--- config.mk ---
export PLATFORM = sky130hd
export DESIGN_NAME = hunk_executable_validator
export DESIGN_NICKNAME = d
export VERILOG_FILES = /design/src/sv/hev_pkg.sv /design/src/sv/hev_parser.sv /design/src/sv/hunk_executable_validator.sv
export SDC_FILE = /design/constraint.sdc
export NUM_CORES = 1
export LEC_CHECK = 0
export BUFFER_PORTS_ARGS = -buffer_cell sky130_fd_sc_hd__buf_2
export CORE_AREA = 2 2 180 182
export CTS_CLUSTER_SIZE = 14
export DETAILED_ROUTE_END_ITERATION = 6
export DIE_AREA = 0 0 182 184
export SLEW_MARGIN = 20
export SYNTH_ARGS = -nofsm -noshare
export SYNTH_HDL_FRONTEND = slang
export SYNTH_SLANG_ARGS = --single-unit
--- constraint.sdc ---
create_clock -name clk_i -period 5.8 [get_ports clk_i]
set_input_delay 0.58 -clock clk_i [delete_from_list [all_inputs] [get_ports clk_i]]
set_output_delay 0.58 -clock clk_i [all_outputs]
set_load 0.02 [all_outputs]
--- src/sv/hev_pkg.sv ---
// ----------------------------------------------------------------------------
// hev_pkg
// Shared types and codes for the hunk executable validator.
// ----------------------------------------------------------------------------
`default_nettype none

package hev_pkg;

  // Verdict codes; the sticky error register uses the same encoding.
  localparam logic [1:0] VERDICT_VALID     = 2'd0;
  localparam logic [1:0] VERDICT_NOTEXEC   = 2'd1;
  localparam logic [1:0] VERDICT_MALFORMED = 2'd2;

  // Parser status after the current word, before any end-of-file restart.
  typedef struct packed {
    logic [1:0] err;       // sticky error code
    logic       at_magic;  // magic word still expected
    logic       at_done;   // all hunks closed
    logic       saw_sec;   // code, data or BSS section seen
  } hev_status_t;

endpackage

`default_nettype wire

--- src/sv/hev_parser.sv ---
// ----------------------------------------------------------------------------
// hev_parser
// Word-level parser state machine: header, span check, hunk walk.
// ----------------------------------------------------------------------------
`default_nettype none

module hev_parser (
  input  wire logic               clk_i,
  input  wire logic               rst_ni,
  input  wire logic               word_en_i,
  input  wire logic [31:0]        word_i,
  input  wire logic               restart_i,
  output hev_pkg::hev_status_t    status_o
);

  localparam logic [4:0] PH_MAGIC    = 5'd0;
  localparam logic [4:0] PH_NAME_LEN = 5'd1;
  localparam logic [4:0] PH_NAME_SKP = 5'd2;
  localparam logic [4:0] PH_TSIZE    = 5'd3;
  localparam logic [4:0] PH_FIRST    = 5'd4;
  localparam logic [4:0] PH_LAST     = 5'd5;
  localparam logic [4:0] PH_SIZES    = 5'd6;
  localparam logic [4:0] PH_TYPE     = 5'd7;
  localparam logic [4:0] PH_SEC_LEN  = 5'd8;
  localparam logic [4:0] PH_DBG_LEN  = 5'd9;
  localparam logic [4:0] PH_BODY     = 5'd10;
  localparam logic [4:0] PH_BSS_LEN  = 5'd11;
  localparam logic [4:0] PH_REL_CNT  = 5'd12;
  localparam logic [4:0] PH_REL_TGT  = 5'd13;
  localparam logic [4:0] PH_REL_SKP  = 5'd14;
  localparam logic [4:0] PH_SYM_LEN  = 5'd15;
  localparam logic [4:0] PH_SYM_NAME = 5'd16;
  localparam logic [4:0] PH_SYM_VAL  = 5'd17;
  localparam logic [4:0] PH_DONE     = 5'd18;

  localparam logic [31:0] MAGIC_HEADER = 32'd1011;
  localparam logic [29:0] TYPE_CODE    = 30'd1001;
  localparam logic [29:0] TYPE_DATA    = 30'd1002;
  localparam logic [29:0] TYPE_BSS     = 30'd1003;
  localparam logic [29:0] TYPE_RELOC   = 30'd1004;
  localparam logic [29:0] TYPE_SYMBOL  = 30'd1008;
  localparam logic [29:0] TYPE_DEBUG   = 30'd1009;
  localparam logic [29:0] TYPE_END     = 30'd1010;

  logic [4:0]  phase_q, phase_d, phase_upd;
  logic [31:0] skip_q, skip_d, skip_upd;
  logic [31:0] tsize_q, tsize_d, tsize_upd;
  logic [31:0] first_q, first_d, first_upd;
  logic [31:0] hunks_q, hunks_d, hunks_upd;
  logic        saw_q, saw_d, saw_upd;
  logic [1:0]  err_q, err_d, err_upd;

  logic [29:0] type_w;
  logic [31:0] skip_dec;
  logic [31:0] hunks_dec;
  logic [32:0] span;

  assign type_w    = word_i[29:0];  // top two flag bits dropped
  assign skip_dec  = skip_q - 32'd1;
  assign hunks_dec = hunks_q - 32'd1;
  assign span      = {1'b0, word_i} - {1'b0, first_q} + 33'd1;

  always_comb begin
    phase_upd = phase_q;
    skip_upd  = skip_q;
    tsize_upd = tsize_q;
    first_upd = first_q;
    hunks_upd = hunks_q;
    saw_upd   = saw_q;
    err_upd   = err_q;
    if (word_en_i && (err_q == hev_pkg::VERDICT_VALID)) begin
      case (phase_q)
        PH_MAGIC: begin
          if (word_i != MAGIC_HEADER) err_upd = hev_pkg::VERDICT_NOTEXEC;
          else phase_upd = PH_NAME_LEN;
        end
        PH_NAME_LEN: begin
          if (word_i == 32'd0) phase_upd = PH_TSIZE;
          else begin
            skip_upd  = word_i;
            phase_upd = PH_NAME_SKP;
          end
        end
        PH_NAME_SKP: begin
          skip_upd = skip_dec;
          if (skip_dec == 32'd0) phase_upd = PH_NAME_LEN;
        end
        PH_TSIZE: begin
          tsize_upd = word_i;
          phase_upd = PH_FIRST;
        end
        PH_FIRST: begin
          first_upd = word_i;
          phase_upd = PH_LAST;
        end
        PH_LAST: begin
          if ((tsize_q == 32'd0) || (word_i < first_q) || (span != {1'b0, tsize_q})) begin
            err_upd = hev_pkg::VERDICT_MALFORMED;
          end else begin
            hunks_upd = tsize_q;
            skip_upd  = tsize_q;
            phase_upd = PH_SIZES;
          end
        end
        PH_SIZES: begin
          skip_upd = skip_dec;
          if (skip_dec == 32'd0) phase_upd = PH_TYPE;
        end
        PH_TYPE: begin
          if ((type_w == TYPE_CODE) || (type_w == TYPE_DATA)) phase_upd = PH_SEC_LEN;
          else if (type_w == TYPE_BSS) phase_upd = PH_BSS_LEN;
          else if (type_w == TYPE_RELOC) phase_upd = PH_REL_CNT;
          else if (type_w == TYPE_SYMBOL) phase_upd = PH_SYM_LEN;
          else if (type_w == TYPE_DEBUG) phase_upd = PH_DBG_LEN;
          else if (type_w == TYPE_END) begin
            hunks_upd = hunks_dec;
            phase_upd = (hunks_dec == 32'd0) ? PH_DONE : PH_TYPE;
          end else err_upd = hev_pkg::VERDICT_MALFORMED;
        end
        PH_SEC_LEN, PH_DBG_LEN: begin
          if (phase_q == PH_SEC_LEN) saw_upd = 1'b1;
          if (word_i == 32'd0) phase_upd = PH_TYPE;
          else begin
            skip_upd  = word_i;
            phase_upd = PH_BODY;
          end
        end
        PH_BODY: begin
          skip_upd = skip_dec;
          if (skip_dec == 32'd0) phase_upd = PH_TYPE;
        end
        PH_BSS_LEN: begin
          saw_upd   = 1'b1;
          phase_upd = PH_TYPE;
        end
        PH_REL_CNT: begin
          if (word_i == 32'd0) phase_upd = PH_TYPE;
          else begin
            skip_upd  = word_i;
            phase_upd = PH_REL_TGT;
          end
        end
        PH_REL_TGT: begin
          phase_upd = PH_REL_SKP;
        end
        PH_REL_SKP: begin
          skip_upd = skip_dec;
          if (skip_dec == 32'd0) phase_upd = PH_REL_CNT;
        end
        PH_SYM_LEN: begin
          if (word_i == 32'd0) phase_upd = PH_TYPE;
          else begin
            skip_upd  = word_i;
            phase_upd = PH_SYM_NAME;
          end
        end
        PH_SYM_NAME: begin
          skip_upd = skip_dec;
          if (skip_dec == 32'd0) phase_upd = PH_SYM_VAL;
        end
        PH_SYM_VAL: begin
          phase_upd = PH_SYM_LEN;
        end
        default: begin
          // extra word after the last hunk, or a dead code
          err_upd = hev_pkg::VERDICT_MALFORMED;
        end
      endcase
    end
  end

  // Drop all state at end of file so the next byte opens a new file.
  always_comb begin
    if (restart_i) begin
      phase_d = PH_MAGIC;
      skip_d  = 32'd0;
      tsize_d = 32'd0;
      first_d = 32'd0;
      hunks_d = 32'd0;
      saw_d   = 1'b0;
      err_d   = hev_pkg::VERDICT_VALID;
    end else begin
      phase_d = phase_upd;
      skip_d  = skip_upd;
      tsize_d = tsize_upd;
      first_d = first_upd;
      hunks_d = hunks_upd;
      saw_d   = saw_upd;
      err_d   = err_upd;
    end
  end

  always_ff @(posedge clk_i or negedge rst_ni) begin
    if (!rst_ni) begin
      phase_q <= PH_MAGIC;
      skip_q  <= 32'd0;
      tsize_q <= 32'd0;
      first_q <= 32'd0;
      hunks_q <= 32'd0;
      saw_q   <= 1'b0;
      err_q   <= hev_pkg::VERDICT_VALID;
    end else begin
      phase_q <= phase_d;
      skip_q  <= skip_d;
      tsize_q <= tsize_d;
      first_q <= first_d;
      hunks_q <= hunks_d;
      saw_q   <= saw_d;
      err_q   <= err_d;
    end
  end

  assign status_o.err      = err_upd;
  assign status_o.at_magic = (phase_upd == PH_MAGIC);
  assign status_o.at_done  = (phase_upd == PH_DONE);
  assign status_o.saw_sec  = saw_upd;

endmodule

`default_nettype wire

--- src/sv/hunk_executable_validator.sv ---
// ----------------------------------------------------------------------------
// hunk_executable_validator
// Streaming format check of a big-endian hunk executable, one byte per transfer.
// ----------------------------------------------------------------------------
// Usage:
//   Input channel (in_valid_i / in_stall_o) carries one file byte per transfer
//   in data_byte_i, with last_byte_i high on the final byte of the file.
//   Output channel (out_valid_o / out_stall_i) carries one verdict per file:
//   0 valid, 1 not an executable, 2 malformed.
//   Throughput: one byte per cycle, sustained, for any file length, as long
//   as the receiver takes each verdict before the next final byte arrives.
//   The final byte of a file waits in the input register; when it advances,
//   the verdict is loaded into the result register and out_valid_o rises.
//   The per-byte work (word assembly, one 32-bit decrement or 33-bit span
//   compare, and a phase update) sits between the input register and the
//   state/result registers.
//   Stall: the result register holds the verdict while out_stall_i is high;
//   bytes keep flowing until another final byte reaches the parser, which
//   then holds in the input register and stalls the input channel.
//   Reset: clears the pipeline and parser; the next byte starts a new file.
//   After every final byte the parser returns to that same state.
// ----------------------------------------------------------------------------
`default_nettype none

module hunk_executable_validator (
  input  wire logic       clk_i,
  input  wire logic       rst_ni,
  input  wire logic       in_valid_i,
  output logic            in_stall_o,
  input  wire logic [7:0] data_byte_i,
  input  wire logic       last_byte_i,
  output logic            out_valid_o,
  input  wire logic       out_stall_i,
  output logic [1:0]      verdict_o
);

  // Input register
  logic       s1_valid_q;
  logic [7:0] s1_byte_q;
  logic       s1_last_q;

  // Word assembly
  logic [23:0] wbuf_q, wbuf_d;
  logic [1:0]  bphase_q, bphase_d, bphase_upd;

  // Result register
  logic       out_valid_q;
  logic [1:0] out_verdict_q;

  logic        advance;
  logic        in_xfer;
  logic        word_en;
  logic [31:0] word;
  logic        restart;
  logic [1:0]  verdict;
  hev_pkg::hev_status_t status;

  // A final byte may only advance when the result register is free to load.
  assign advance = s1_valid_q && !(s1_last_q && out_valid_q && out_stall_i);
  assign in_stall_o = s1_valid_q && !advance;
  assign in_xfer = in_valid_i && !in_stall_o;

  always_ff @(posedge clk_i or negedge rst_ni) begin
    if (!rst_ni) begin
      s1_valid_q <= 1'b0;
    end else if (in_xfer) begin
      s1_valid_q <= 1'b1;
    end else if (advance) begin
      s1_valid_q <= 1'b0;
    end
  end

  always_ff @(posedge clk_i) begin
    if (in_xfer) begin
      s1_byte_q <= data_byte_i;
      s1_last_q <= last_byte_i;
    end
  end

  // Fourth byte closes a big-endian word and hands it to the parser.
  assign word    = {wbuf_q, s1_byte_q};
  assign word_en = advance && (bphase_q == 2'd3);
  assign restart = advance && s1_last_q;

  always_comb begin
    if (bphase_q == 2'd3) begin
      bphase_upd = 2'd0;
      wbuf_d     = 24'd0;
    end else begin
      bphase_upd = bphase_q + 2'd1;
      wbuf_d     = {wbuf_q[15:0], s1_byte_q};
    end
    bphase_d = bphase_upd;
    if (restart) begin
      bphase_d = 2'd0;
      wbuf_d   = 24'd0;
    end
  end

  always_ff @(posedge clk_i or negedge rst_ni) begin
    if (!rst_ni) begin
      wbuf_q   <= 24'd0;
      bphase_q <= 2'd0;
    end else if (advance) begin
      wbuf_q   <= wbuf_d;
      bphase_q <= bphase_d;
    end
  end

  hev_parser u_parser (
    .clk_i     (clk_i),
    .rst_ni    (rst_ni),
    .word_en_i (word_en),
    .word_i    (word),
    .restart_i (restart),
    .status_o  (status)
  );

  // Verdict priority: sticky error, short file, partial word, open hunks,
  // then no loadable section.
  always_comb begin
    if (status.err != hev_pkg::VERDICT_VALID) verdict = status.err;
    else if (status.at_magic) verdict = hev_pkg::VERDICT_NOTEXEC;
    else if (bphase_upd != 2'd0) verdict = hev_pkg::VERDICT_MALFORMED;
    else if (!status.at_done) verdict = hev_pkg::VERDICT_MALFORMED;
    else if (!status.saw_sec) verdict = hev_pkg::VERDICT_MALFORMED;
    else verdict = hev_pkg::VERDICT_VALID;
  end

  // Load on a final byte; drop once the receiver takes the transfer.
  always_ff @(posedge clk_i or negedge rst_ni) begin
    if (!rst_ni) begin
      out_valid_q <= 1'b0;
    end else if (restart) begin
      out_valid_q <= 1'b1;
    end else if (!out_stall_i) begin
      out_valid_q <= 1'b0;
    end
  end

  always_ff @(posedge clk_i) begin
    if (restart) begin
      out_verdict_q <= verdict;
    end
  end

  assign out_valid_o = out_valid_q;
  assign verdict_o   = out_verdict_q;

endmodule

`default_nettype wire

; ---- After elaboration in Yosys (flattened, before gate mapping)
; Cells that the tools add are included.
[word_totals]
output_inout_bits = 4
in_bits = 13
wordCells = 163
ff_bits = 175
[classes]
add_sub_neg = 5
reduce_logical = 38
muxes = 68
n_lt_le_gt_ge = 1
eq_ne = 37
[ops]
columns = operator, count
row1 = $mux W32, 18
row2 = $eq A30 B10 Y1 const B, 7
row3 = $logic_not A32 Y1, 4
row4 = $pmux W32 S3, 1
row5 = $mux W5, 16
row6 = $pmux W5 S16, 1
row7 = $pmux W32 S2, 1
row8 = $sub A32 B1 Y32 const B, 2
row9 = $mux W24, 2
row10 = $eq A5 B4 Y1 const B, 8
row11 = $mux W2, 17
row12 = $add A33 B1 Y33 const B, 1
row13 = $ne A33 B32 Y1, 1
row14 = $sub A32 B32 Y33, 1
row15 = $lt A32 B32 Y1, 1
row16 = $ne A32 B10 Y1 const B, 1
row17 = $ne A3 B3 Y1 const B, 7
row18 = $eq A5 B3 Y1 const B, 4
row19 = $eq A5 B5 Y1 const B, 3
row20 = $reduce_or A15 Y1, 1
row21 = $reduce_bool A2 Y1, 6
row22 = $eq A5 B2 Y1 const B, 2
row23 = $logic_not A5 Y1, 2
row24 = $reduce_or A5 Y1, 2
row25 = other kinds (19), 40

; ---- Logic depth before layout (Yosys ltp)
[logic_depth]
depth_word = 16
ltp_mapped = 19
mapped_depth_nobuf = 17

; ---- By module
; From an unflattened synthesis, not the netlist that was laid out.
[hier_totals]
cells_unflattened = 1761
area_unflattened_um2 = 14467.6
[modules_own_cells]
columns = module, seq_area_each_um2, cells_per_inst, area_each_um2, instances
row1 = hev_parser, 3403.3, 1639, 12728.5, 1
row2 = hunk_executable_validator, 1031.0, 122, 1739.2, 1

; ---- Least setup slack after synthesis
; No wires, ideal clock.
[synth_timing]
kind = flip-flop to flip-flop
from = reg wbuf_q[10]
to = reg u_parser.skip_q[0]
setup_ps = 96
path_stages_with_launch = 17
arrival_time_ps = 4176
n_path_buf = 3
required_ps = 5704
synth_period_minus_slack_ps = 4272
slack_ps = 1528
cell_sequence = dfrtp_1 > ha_1 > fa_1 > clkbuf_1 > a22oi_1 > o21a_1 > and2_1 > or3_1 > nor3_1 > a311oi_1 > or4_1 > a2111oi_1 > nor2_1 > buf_2 > buf_2 > or4_1 > o31ai_1
[synth_via]
elab_chain_len = 6
word_cells_on_any_way = 10
classes_between = add/sub (2) / order compare (1) / eq/ne (3) / reduce/logical (4)
[synth_lines]
columns = item, line
row1 = start: declaration, hunk_executable_validator.sv:43  ; logic [23:0] wbuf_q, wbuf_d;
row2 = start signal: assignment, hunk_executable_validator.sv:105  ; wbuf_q <= wbuf_d;
row3 = $sub A32 B32 Y33, hev_parser.sv:61  ; assign span = {1'b0, word_i} - {1'b0, first_q} + 33'd1;
row4 = $add A33 B1 Y33, hev_parser.sv:61
row5 = $ne A33 B32 Y1, hev_parser.sv:97  ; if ((tsize_q == 32'd0) || (word_i < first_q) || (span != {1'b0, tsize_q})) begin
row6 = $logic_or A1 B1 Y1, hev_parser.sv:97
row7 = $ne A3 B3 Y1 (no line), n/a
row8 = $reduce_and A4 Y1 (no line) *, n/a
row9 = end signal: assignment, hev_parser.sv:204  ; skip_q <= skip_d;
row10 = end: declaration, hev_parser.sv:46  ; logic [31:0] skip_q, skip_d, skip_upd;
; Every way passes the cells marked *; elsewhere a longest branch is shown, timed or not.
; A chain may end at the register's enable or synchronous reset.

; ---- Worst setup path in the final report
[layout_timing]
from = reg wbuf_q[0]
to = reg u_parser.skip_q[0]
; The elaborated chain is that of the path after synthesis.

==> out/qor.csv <==
metric,value,unit
area.growth.synth_to_final,8.50,%
cts_tree,yes,
max_cap_viol_count,0,
drive_above_1_share,7.97,%
timing.critical_path.mode_cell,or4_1,
final_util,48.4,%
grt_antenna_before_repair,1,
ctsHoldBuffers,0,
worst_slew_pin_slew,1120,ps
fin_area,15200,um2
cp_cell_sequence,ha_1 > inv_1 > fa_1 > nand2b_1 > nor3_1 > o211ai_1 > and3_1 > a221oi_1 > nand3_1 > or4_1 > a2111oi_1 > nor2_2 > buf_4 > or4_1 > o31ai_1,
power.density,270,nW/um2
crit_buf_inv,2,
clk_pin_slew,80,ps
syn_nets,1843,
crit_slowest_cell,or4_1,
ctsHtreeMaxLevel,4,
synth-edff-count,11,
ys_seq_area_share,31.7,%
clock_sinks,175,
relSlewSlack,25.2,%
cts_inserted_buffers,17,
dp_hpwl,36900,um
switchingPower,1.68,mW
reg2reg_from,wbuf_q[0],
async_flop_share,93.7,%
worstPathArrival,5830,ps
ir_drop,254,uV
skew,16.1,ps
p_sw_share,41.0,%
drtIter0Drc,1216,
crit_path_end_kind,register,
initial_core_util,44.6,%
critPathKind,register to register,
setup_ws,341,ps
wl,50200,um
rsz0062_at_grt,false,
gr-total-overflow,0,
period_share,94.1,%
die_y,184,um
critical_path.top_delay_family,simple AND/OR/NAND/NOR gates,
dpl_cell_area,14600,um2
fin_crit,5460,ps
pin_count,17,
setup_viol,0,
multi_input_area,8850,um2
synth_ff_type,dfrtp_1,
worstSkewPairLatency,460,ps
fmax,183,MHz
whs,160,ps
die_w,182,um
grt_pass1_wl,78400,um
slowest_delay,600,ps
drt_pre_antenna_iters,7,
p_int,2.42,mW
p_clk_share,28.5,%
grt_usage,30.4,%
grt_max_degree,72,
vias,13700,
drc,0,
cts.path.max_buffers,2,
port_buffers,16,
power_frac_comb,38.3,%
synthCells,1745,
core,31400,um2
fin_tns_setup,0,ps
cts_resized,0,
final-max-slew-violation-count,0,
place_congestion,0.975,
status,"finished, final reports clean",
synth_seq_cells,175,
dp_slack,455,ps
num-fill-cells,3096,
cts-root-buf,clkbuf_16,
hold_class,primary input to asynchronous set/reset pin,
wire_per_inst,23.5,um
nets,1817,
viasPerCell,6.42,
synth_cell_types,88,
p_leak,6.47,nW
postCtsSetupRepairBufs,0,
yosysWarnings,0,
crit_path_start_kind,register,
pwr-share-seq,33.1,%
synth_area,14000,um2
cp_max_fo,26,
critPathRequiredTime,6170,ps
antenna_left,0,
grt_pass1_vias,13000,
syn_area_per_cell,8.02,um2
crit_start,wbuf_q[0],
dieArea,33500,um2
register_area,4430,um2
hold_viol,0,
num_rows,65,
power groups by stage:
stage,clock [mW],combinational [mW],sequential [mW]
after floorplan,0,1.07,1.35
after global placement,0,1.55,1.38
after detailed placement,0,1.54,1.38
after CTS,1.18,1.54,1.36
after global routing,1.24,1.71,1.37
final,1.17,1.57,1.36
cell families (layout without fill, tap and decap cells):
kind of cell / Yosys count / count (layout) / share of synthesized area [%]
AND/OR/NAND/NOR: 703 / 703 / 25.6
AO/OA/AOI/OAI: 480 / 480 / 22.5
buffers and inverters: 205 / 192 / 5.55
flip-flops: 175 / 175 / 31.7
adder cells (fa/ha/maj): 85 / 85 / 8.45
XOR/XNOR: 81 / 81 / 5.07
multiplexers: 16 / 16 / 1.17
other: 0 / 1 / 0
worst paths after layout:
kind	slack (ps)	endpoint	depth (start not counted)
min in group clk_i	300	s1_byte_q[5]	1
max	340	u_parser.skip_q[0]	15
max reg2reg	340	u_parser.skip_q[0]	15
min reg2reg	520	u_parser.saw_q	2
min	160	u_parser.first_q[18]	1
max in group asynchronous	4340	u_parser.skip_q[2]	2
layout make-up:
class                      count  share of cell area, %
multi-input combinational   1365                   58.3
sequential                   175                   29.2
tap                          402                   3.31
timing repair buffer          63                   2.97
clock buffer                  18                   2.89
inverter                      97                   2.41
clock inverter                14                  0.922
antenna                        1                 0.0165
registers in the layout, summed over array words and instances (netlist names), 2 cells and up:
name / cells
s1_byte_q: 8
u_parser.hunks_q: 32
u_parser.phase_q: 5
u_parser.first_q: 32
u_parser.err_q: 2
wbuf_q: 24
bphase_q: 2
u_parser.tsize_q: 32
verdict_o: 2
u_parser.skip_q: 32
Yosys cell counts, drive strengths merged, types with 9 or more instances:
master,number,area (um2)
or4,27,210
a22o,25,219
o21ai,89,445
ha,69,863
a31oi,17,106
nor2,135,509
xnor2,53,464
nand2,232,871
nor3,50,260
fa,16,320
nand4,31,194
a211oi,9,67.6
mux2i,13,130
o31ai,18,135
inv,97,364
o21bai,9,67.6
a22oi,10,75.1
dfrtp,164,4100
clkbuf,100,375
and2,9,56.3
and3,10,62.6
a2111oi,9,81.3
nor4,44,305
edfxtp,11,330
nor2b,21,131
or3,42,263
xor2,28,245
or2,15,93.8
o211ai,21,158
a211o,9,78.8
nand2b,19,119
nand3,28,145
a221oi,33,289
a21oi,155,776
metrics by stage:
step / total power, mW / instances
3_3_place_gp: 2.93 / 2102
5_1_grt: 4.31 / 2134
4_1_cts: 4.08 / 2134
3_5_place_dp: 2.92 / 2102
2_1_floorplan: 2.42 / 1745
6_report: 4.10 / 2135
placed cells by master (no fill, tap or decap), drive strengths merged, types with 10 or more instances in the layout:
master,Yosys,final
a21oi,155,155
a221oi,33,33
a22o,25,25
a22oi,10,10
a31oi,17,17
and3,10,10
buf,8,63
clkbuf,100,18
dfrtp,164,164
edfxtp,11,11
fa,16,16
ha,69,69
inv,97,106
mux2i,13,13
nand2,232,232
nand2b,19,19
nand3,28,28
nand4,31,31
nor2,135,135
nor2b,21,21
nor3,50,50
nor4,44,44
o211ai,21,21
o21ai,89,89
o31ai,18,18
or2,15,15
or3,42,42
or4,27,27
xnor2,53,53
xor2,28,28
routing by layer:
metal | share of wire, % | vias up | track usage (%)
met5 | 0 | - | 0
met4 | 3.0 | 0 | 9.74
met3 | 6.5 | 90 | 4.16
met2 | 47 | 515 | 49.8
met1 | 44 | 6791 | 41.7
li1 | - | 6310 | -
No activity file was read; power rests on OpenSTA's default activity.
